==> src/a2a_div_cell.sv <==
`timescale 1ns / 1ps
// ----------------------------------------------------------------------------
// a2a_div_cell
// One restoring-division cell: shift in a numerator bit, compare, subtract,
// append one quotient bit and hand everything to the next cell.
// ----------------------------------------------------------------------------
module a2a_div_cell #(
   parameter int W  = 31,
   parameter int QW = 31,
   parameter int FW = 30,
   parameter int SW = 6
) (
   input  logic          clock,
   input  logic          reset,
   input  logic          en,
   input  logic          vld_i,
   input  logic [W-1:0]  rem_i,
   input  logic [W-1:0]  div_i,
   input  logic [QW-1:0] quo_i,
   input  logic [FW-1:0] feed_i,
   input  logic [SW-1:0] side_i,
   output logic          vld_o,
   output logic [W-1:0]  rem_o,
   output logic [W-1:0]  div_o,
   output logic [QW-1:0] quo_o,
   output logic [FW-1:0] feed_o,
   output logic [SW-1:0] side_o
);

   logic [W:0]    trial;
   logic          ge;
   logic [W-1:0]  rem_in;
   logic          vld_ff;
   logic [W-1:0]  rem_ff, div_ff;
   logic [QW-1:0] quo_ff;
   logic [FW-1:0] feed_ff;
   logic [SW-1:0] side_ff;

   always_comb begin
      trial  = {rem_i, feed_i[FW-1]};
      ge     = trial >= {1'b0, div_i};
      rem_in = ge ? W'(trial - {1'b0, div_i}) : W'(trial);
   end

   always_ff @(posedge clock) begin
      if (reset) begin
         vld_ff <= 1'b0;
      end else if (en) begin
         vld_ff <= vld_i;
      end
   end

   always_ff @(posedge clock) begin
      if (en) begin
         rem_ff  <= rem_in;
         div_ff  <= div_i;
         quo_ff  <= {quo_i[QW-2:0], ge};
         feed_ff <= feed_i << 1;
         side_ff <= side_i;
      end
   end

   assign vld_o  = vld_ff;
   assign rem_o  = rem_ff;
   assign div_o  = div_ff;
   assign quo_o  = quo_ff;
   assign feed_o = feed_ff;
   assign side_o = side_ff;

endmodule

==> config.mk <==
export PLATFORM = sky130hd
export DESIGN_NAME = a2a_div_cell
export DESIGN_NICKNAME = d
export VERILOG_FILES = /design/src/a2a_div_cell.sv
export SDC_FILE = /design/constraint.sdc
export NUM_CORES = 1
export LEC_CHECK = 0
export ABC_AREA = 0
export BUFFER_PORTS_ARGS = -buffer_cell sky130_fd_sc_hd__buf_2
export CAP_MARGIN = 20
export CORE_MARGIN = 10
export CORE_UTILIZATION = 35
export CTS_BUF_LIST = sky130_fd_sc_hd__clkbuf_8
export DETAILED_ROUTE_END_ITERATION = 12
export GPL_TIMING_DRIVEN = 0
export SLEW_MARGIN = 20
export SYNTH_ARGS = -nofsm -noshare
export SYNTH_HDL_FRONTEND = slang
export SYNTH_SLANG_ARGS = --single-unit
export TNS_END_PERCENT = 30
==> constraint.sdc <==
create_clock -name clock -period 2.6 [get_ports clock]
set_input_delay 0.26 -clock clock [delete_from_list [all_inputs] [get_ports clock]]
set_output_delay 0.26 -clock clock [all_outputs]
set_load 0.005 [all_outputs]
-- Yosys cells after proc, flatten, opt, wreduce, memory -nomap -nowiden
Index checks and enable logic that the tools add are counted.
- add/sub/neg operators: 1
- multiply operators: 0
- divide/modulo/power cells: 0
- magnitude comparators: 1
- eq/ne operators: 0
- shifts and indexed selects: 0
- mux-type cells: 1
- bitwise logic cells: 0
- reductions and logical operators: 0
- operators by type and width (kind ; count):
    32-bit by 31-bit >= comparator with 1-bit output ; 1
    31-bit two-way mux ; 1
    31-bit subtractor ; 1
- register bits: 129
- bits in latches: 0
- bits in writable memories: 0
- ROM bits: 0
- output and inout bits: 130
- logic and storage cells: 9
- memories kept: 0

-- Logic depth before layout (Yosys ltp)
Gate-level depths: netlist of the first run.
- depth in word-level cells: 2
- gate-level depth with buffers: 13
- mapped depth without buffers: 12

-- Worst setup path after synthesis of the first run
No wires, ideal clock.
- path kind: input to register
- from: input port feed_i[29]
- to: register rem_ff[27] (netlist: rem_o[27]) (data pin)
- library setup time: 0.258 ns
- arrival time: 2.361 ns
- required time: 2.342 ns
- slack: -0.019 ns
- stages on the path: 12
- path buffers: 1
- path through: inv_1 -> ha_1 -> fa_1 -> nor2b_1 -> o31ai_1 -> a21oi_1 -> o21ai_0 -> a211oi_1 -> nor2_2 -> buf_6 -> a2111o_1 -> o221a_2
- cells in the longest elaborated chain, start to end: 2
- ends and longest elaborated chain (element ; line ; source):
    start, declared ; 20 ; input logic [FW-1:0] feed_i,
    31-bit subtractor or 32-bit by 31-bit >= comparator with 1-bit output (tied branches) ; 42, 41 ;
    31-bit two-way mux (*) ; 42 ; rem_in = ge ? W'(trial - {1'b0, div_i}) : W'(trial);
    via rem_in[27] ; 32 ; logic [W-1:0] rem_in;
    end signal, assigned ; 55 ; rem_ff <= rem_in;
    end, declared ; 34 ; logic [W-1:0] rem_ff, div_ff;
The timed path passes the listed nets; every way through them passes the cells marked *.
A chain may end at the register's enable or synchronous reset.

-- Worst setup path after layout of the first run
- from: input port div_i[28]
- to: register rem_ff[18] (netlist: rem_o[18]) (data pin)
- cells in the longest elaborated chain, start to end: 2
- ends and longest elaborated chain (element ; line ; source):
    start, declared ; 18 ; input logic [W-1:0] div_i,
    32-bit by 31-bit >= comparator with 1-bit output ; 41 ; ge = trial >= {1'b0, div_i};
    via ge ; 31 ; logic ge;
    31-bit two-way mux ; 42 ;
    via rem_in[18] ; 32 ;
The timed path passes the listed nets, and every way through them passes these cells.

==> results of run 1 <==
-- layout by cell type, fill, tap and decap left out, drive strengths merged, types with 8 or more instances in the layout --
master / instances
nand2: 52
ha: 31
inv: 48
clkbuf: 23
edfxtp: 128
nor2: 17
a211oi: 8
a21oi: 34
dlygate4sd3: 93
o21ai: 41
xnor2: 12
buf: 271
xor2: 11
-- through the flow --
| step | TNS, ps | hold slack (ps) | area, µm² |
|---|---|---|---|
| floorplan | 0 | 332 | 6040 |
| global placement | -28020 | 419 | 7620 |
| detailed placement | -13210 | 425 | 7650 |
| CTS | 0 | 4.54 | 8990 |
| global route | -8.28 | 2.33 | 9050 |
| finish | 0 | 33.1 | 9050 |
-- final cells by class --
class | count | share of cell area
antenna | 1 | 0.000277
buffer | 16 | 0.0105
sequential | 129 | 0.427
clock inverter | 15 | 0.0205
timing repair buffer | 354 | 0.250
clock buffer | 17 | 0.0259
inverter | 44 | 0.0185
tap | 220 | 0.0304
multi-input combinational | 287 | 0.216
-- synthesized netlist by cell type (2+ instances only) --
library cell / instances / area (µm²)
edfxtp_1: 128 / 3840
a311oi_1: 2 / 17.5
o21a_1: 2 / 15.0
o21bai_1: 5 / 37.5
buf_2: 5 / 25.0
ha_1: 31 / 388
nand2b_1: 5 / 31.3
xor2_1: 11 / 96.3
nor2b_1: 4 / 25.0
o31ai_1: 5 / 37.5
nor4b_1: 2 / 17.5
nand2_1: 52 / 195
buf_4: 4 / 30.0
o21ai_0: 41 / 205
or3_1: 2 / 12.5
nor3_1: 4 / 20.0
clkbuf_1: 6 / 22.5
a21oi_1: 34 / 170
o211ai_1: 2 / 15.0
nor2_1: 16 / 60.1
a221oi_1: 2 / 17.5
nand4_1: 5 / 31.3
a211oi_1: 7 / 52.6
and3_1: 4 / 25.0
inv_1: 43 / 161
xnor2_1: 12 / 105
a21o_1: 6 / 45.0
a31o_2: 2 / 17.5
and2_1: 4 / 25.0
o311a_1: 2 / 20.0
nand3_1: 4 / 20.0
-- logic make-up (layout without fill, tap and decap cells) --
group,Yosys count,count (layout)
buffers and inverters,60,446
multiplexers,2,2
AO/OA/AOI/OAI,124,124
AND/OR/NAND/NOR,105,105
flip-flops,129,129
other,1,2
XOR/XNOR,23,23
adder cells (fa/ha/maj),32,32
-- sequential cells by signal, indices dropped and copies added, names as in the netlist --
name / cells
div_o: 31
vld_o: 1
rem_o: 31
quo_o: 31
side_o: 6
feed_o: 29
-- routing by layer --
| metal | wire, µm | vias up | track usage | share of wire |
|---|---|---|---|---|
| met5 | 0 | - | 0 | 0 |
| met4 | 282 | 0 | 0.0481 | 0.014 |
| met3 | 2130 | 24 | 0.0650 | 0.10 |
| met2 | 10200 | 242 | 0.300 | 0.50 |
| met1 | 7860 | 2450 | 0.198 | 0.38 |
| li1 | - | 2509 | - | - |
-- how the worst min path moves through the flow --
stage	end	slack (ps)	cells after the start
4_1_cts	div_o[30]$_DFFE_PP_	5	1
3_5_place_dp	vld_o$_SDFFE_PP0P_	420	2
2_1_floorplan	vld_o$_SDFFE_PP0P_	330	1
6_report	div_o[15]$_DFFE_PP_	30	1
5_1_grt	div_o[15]$_DFFE_PP_	2	1
3_3_place_gp	vld_o$_SDFFE_PP0P_	420	2
-- where the power goes --
group / leakage (nW) / internal (mW) / switching, mW / total [mW]
logic: 2.52 / 0.525 / 0.590 / 1.12
clock network: 0.206 / 0.959 / 0.858 / 1.82
registers: 1.26 / 2.53 / 0.0515 / 2.58
-- timing repair --
item,4_1_cts,5_1_grt
endpoints found under the hold margin,92,1
setup endpoints to repair,9,23
resized for setup,2,8
hold buffers,92,1
==> flow_summary.ini, run 1 <==
[yosys]
ys_ff_latch = 129
seq_area_frac_synth = 0.640
syn_avg_cell_area_um2 = 12.7
muxShareOfSynthArea = 0.00415
synth_top_family_by_area = compound AO/OA/AOI/OAI gates
synthSimpleGateAreaFrac = 0.0800
synth_xor_area_frac = 0.0334
yosys_most_used_dff = edfxtp_1
synth-edff-count = 128
synthAdderAreaFrac = 0.0676
syn_nets = 641
synthArstFlopShare = 0
synth-compound-area-share = 0.131
synth_area_mm2 = 0.00603
synth.yosys.warnings = 0
ys_types = 55
netlist_instances = 476

[sta]
rsz0062_at_grt = yes
period_share = 0.958
final-hold-violation-count = 0
setup_violations = 0
fin_ws_ps = 109
layout_min_cycle_time_ps = 2490
max_freq_ghz = 0.401
finClkSkew_ps = 0
slew_violations = 0

[layout]
multi_input_area_mm2 = 0.00196
final-seq-area_mm2 = 0.00386
layout-drive-gt1-share = 0.372
syn_to_final_growth_pct = 49.9
fin_nets = 1014
nFillCells = 1474
final_cells = 1083
final_core_util = 0.540

[placed_design]
io_buffers = 260
gp_congestion = 0.919
hpwl_um = 15100
dp_cells = 957
pre_cts_slack_ps = -547

[hold_path]
hp-start = div_i[15]
worst_hold_path_type = in -> reg

[outcome]
status = finished, final reports clean

[critical_path]
worstPathArrival_ps = 2680
crit_chain = dlygate4sd3_1, buf_2, inv_1, ha_1, a2111oi_2, nor3_1, a211o_1, nor2_2, buf_6, inv_4, mux2_4
crit_buf_inv = 5
r2r-start = vld_o$_SDFFE_PP0P_
crit_required_ps = 2790
crit_start = div_i[28]
worstSetupPathType = in -> reg
r2r_cells = 2
crit_family = buffers and inverters
critical_path.endpoint = rem_o[18]$_DFFE_PP_
crit_slowest_cell = dlygate4sd3_1
crit_path_max_fanout = 10
end_kind = flop
start_kind = input port
max_stage_delay_ps = 550
crit_cells = 11
r2r_end = vld_o$_SDFFE_PP0P_
r2r_slack_ps = 1970

[floorplan]
rows = 47
pin_count = 263
die_w_um = 151
dieArea_mm2 = 0.0229
initial_core_util = 0.360
coreArea_mm2 = 0.0168
dieHeight_um = 151

[global_routing]
antenna_found_initial = 1
grtUsageTotal = 0.174
gr-total-overflow = 0
grt_max_degree = 87
grt_pass1_vias = 5281
grt_pass1_wl_um = 30500

[clock_network]
cts_num_sinks = 129
cts_tree = built
htree_num_levels = 4
clock_path_buffers = 2
insertion_delay_ps = 440
cts-buffers-inserted = 17
cts_root_buf = clkbuf_8
cts_setup_buffers = 0
clk_pin_slew_ps = 90

[power_and_ir_drop]
ir_worst_vdd_v = 0.000280
power.density_mw_per_mm2 = 609
totalPowerFinal_mw = 5.51
p_leak_nw = 3.99

[route]
viasPerCell = 4.82
via_count = 5225
antenna_left = 0
drc = 0
wirelength_um = 20400
drt-wirelength-per-cell_um = 18.9
dr.pass1.iters = 5
drt_iter0_drc = 233

[run]
maxCapViolations = 0
(Power assumes the default switching activity.)
==> run 2: changes to the inputs <==
- CORE_UTILIZATION: 35 -> 40
- PLACE_DENSITY: unset -> 0.72
==> flow_summary.ini, run 2 (same netlist as run 1, synthesis figures left out) <==
[layout]
nFillCells = 1152
multi_input_area_mm2 = 0.00195
final_common_cell = buf_2
final_cells = 1046
layout-drive-gt1-share = 0.370
fin_nets = 1013
final-seq-area_mm2 = 0.00386
syn_to_final_growth_pct = 48.4
layout_common_cells = buf_2, edfxtp_1, dlygate4sd3_1

[power_and_ir_drop]
p_int_mw = 3.91
p_sw_frac = 0.279
p_leak_nw = 3.97
power.density_mw_per_mm2 = 606
p_seq_frac = 0.476
p_sw_mw = 1.51
p_comb_frac = 0.205
clkPwrFrac = 0.319
totalPowerFinal_mw = 5.42
ir_worst_vdd_v = 0.000372

[sta]
fin_ws_ps = 102
worstMarginPinSlew_ps = 546
max_freq_ghz = 0.400
period_share = 0.961
slew_violations = 0
rsz0062_at_grt = no
slew-limit-headroom = 0.636
final-hold-violation-count = 0
finClkSkew_ps = 0
setup_violations = 0
layout_min_cycle_time_ps = 2500
holdWs_ps = 33.9

[critical_path]
crit_slowest_cell = a2111o_1
crit_required_ps = 2800
worstPathArrival_ps = 2700
crit_chain = buf_2, ha_1, a211oi_2, o22ai_2, a32oi_2, o31ai_2, a221o_1, a2111o_1, o221a_2
max_stage_delay_ps = 430
start_kind = input port
crit_path_max_fanout = 6
r2r_cells = 2
worstSetupPathType = in -> reg
end_kind = flop

[clock_network]
insertion_delay_ps = 440
cts-buffers-inserted = 17
cts_setup_buffers = 0
cts_num_sinks = 129
cts_tree = built
cts_root_buf = clkbuf_8
clock_path_buffers = 2
clk_pin_slew_ps = 80
htree_num_levels = 4

[route]
via_count = 5250
drt_iter0_drc = 348
antenna_left = 0
drc = 0
dr.pass1.iters = 5
wirelength_um = 20900
viasPerCell = 5.02
drt-wirelength-per-cell_um = 20.0

[global_routing]
grt_pass1_wl_um = 31000
grtUsageTotal = 0.198
grt_pass1_vias = 5431
gr-total-overflow = 0
grt_max_degree = 76
antenna_found_initial = 1

[floorplan]
die_w_um = 143
coreArea_mm2 = 0.0146
initial_core_util = 0.412
dieHeight_um = 143
dieArea_mm2 = 0.0204
pin_count = 263
rows = 44

[placed_design]
pre_cts_slack_ps = -523
gp_congestion = 0.829
dp_cells = 921
hpwl_um = 14400
io_buffers = 260

[hold_path]
worst_hold_path_type = in -> reg
hold_depth = 1

[run]
maxCapViolations = 0

[outcome]
status = finished, final reports clean
## run 2: cell types whose count changed in the layout (fill, tap and decap cells not counted), sizes merged
cell / change
inv: +2
bufinv: -1
clkinvlp: -1
dlygate4sd3: -1
## run 2: layout make-up
class | count | share of cell area
diodes | 1 | 0.000280
repair buffers | 353 | 0.252
plain buffers | 16 | 0.0102
multi-input cells | 287 | 0.218
inverters | 44 | 0.0187
clock inverters | 15 | 0.0176
flip-flops and latches | 129 | 0.432
clock buffers | 17 | 0.0261
well taps | 184 | 0.0257
## run 2: per-stage QoR
step	setup TNS [ps]	util	instance area, µm²
finish	0	0.611	8950
global route	0	0.611	8950
CTS	0	0.609	8920
detailed placement	-13060	0.519	7600
global placement	-32560	0.517	7570
floorplan	0	-	6040
## run 2: worst max-delay path: cells and delay by family
kind / cells / cell delay [ps]
compound gates: 7 / 1960
fa+ha+maj: 1 / 380
buf+inv: 1 / 100
## run 2: power groups by stage
stage                     combinational, mW  clock, mW  sequential (mW)
after floorplan                       0.446          0             2.66
after global placement                0.964          0             2.62
after detailed placement              0.982          0             2.62
after CTS                              1.10       1.75             2.57
after global routing                   1.22       1.85             2.60
final                                  1.11       1.73             2.58
## run 2: final timing paths
kind,end,start,slack [ps]
max reg2reg,vld_o$_SDFFE_PP0P_,vld_o$_SDFFE_PP0P_,1980
min reg2reg,vld_o$_SDFFE_PP0P_,vld_o$_SDFFE_PP0P_,550
min,div_o[28]$_DFFE_PP_,div_i[28],30
max,rem_o[27]$_DFFE_PP_,rem_i[2],100
## run 2: timing repair
action | CTS | global route
endpoints found under the hold margin | 92 | 0
hold buffers | 92 | 0
setup endpoints to repair | 11 | 30
resized for setup | 2 | 7
## run 2: layer usage
metal | up-vias | wire (µm) | track usage
li1 | 2509 | - | -
met1 | 2452 | 7770 | 0.208
met2 | 255 | 10600 | 0.351
met3 | 32 | 1990 | 0.0740
met4 | 2 | 568 | 0.0798
met5 | - | 13 | 0
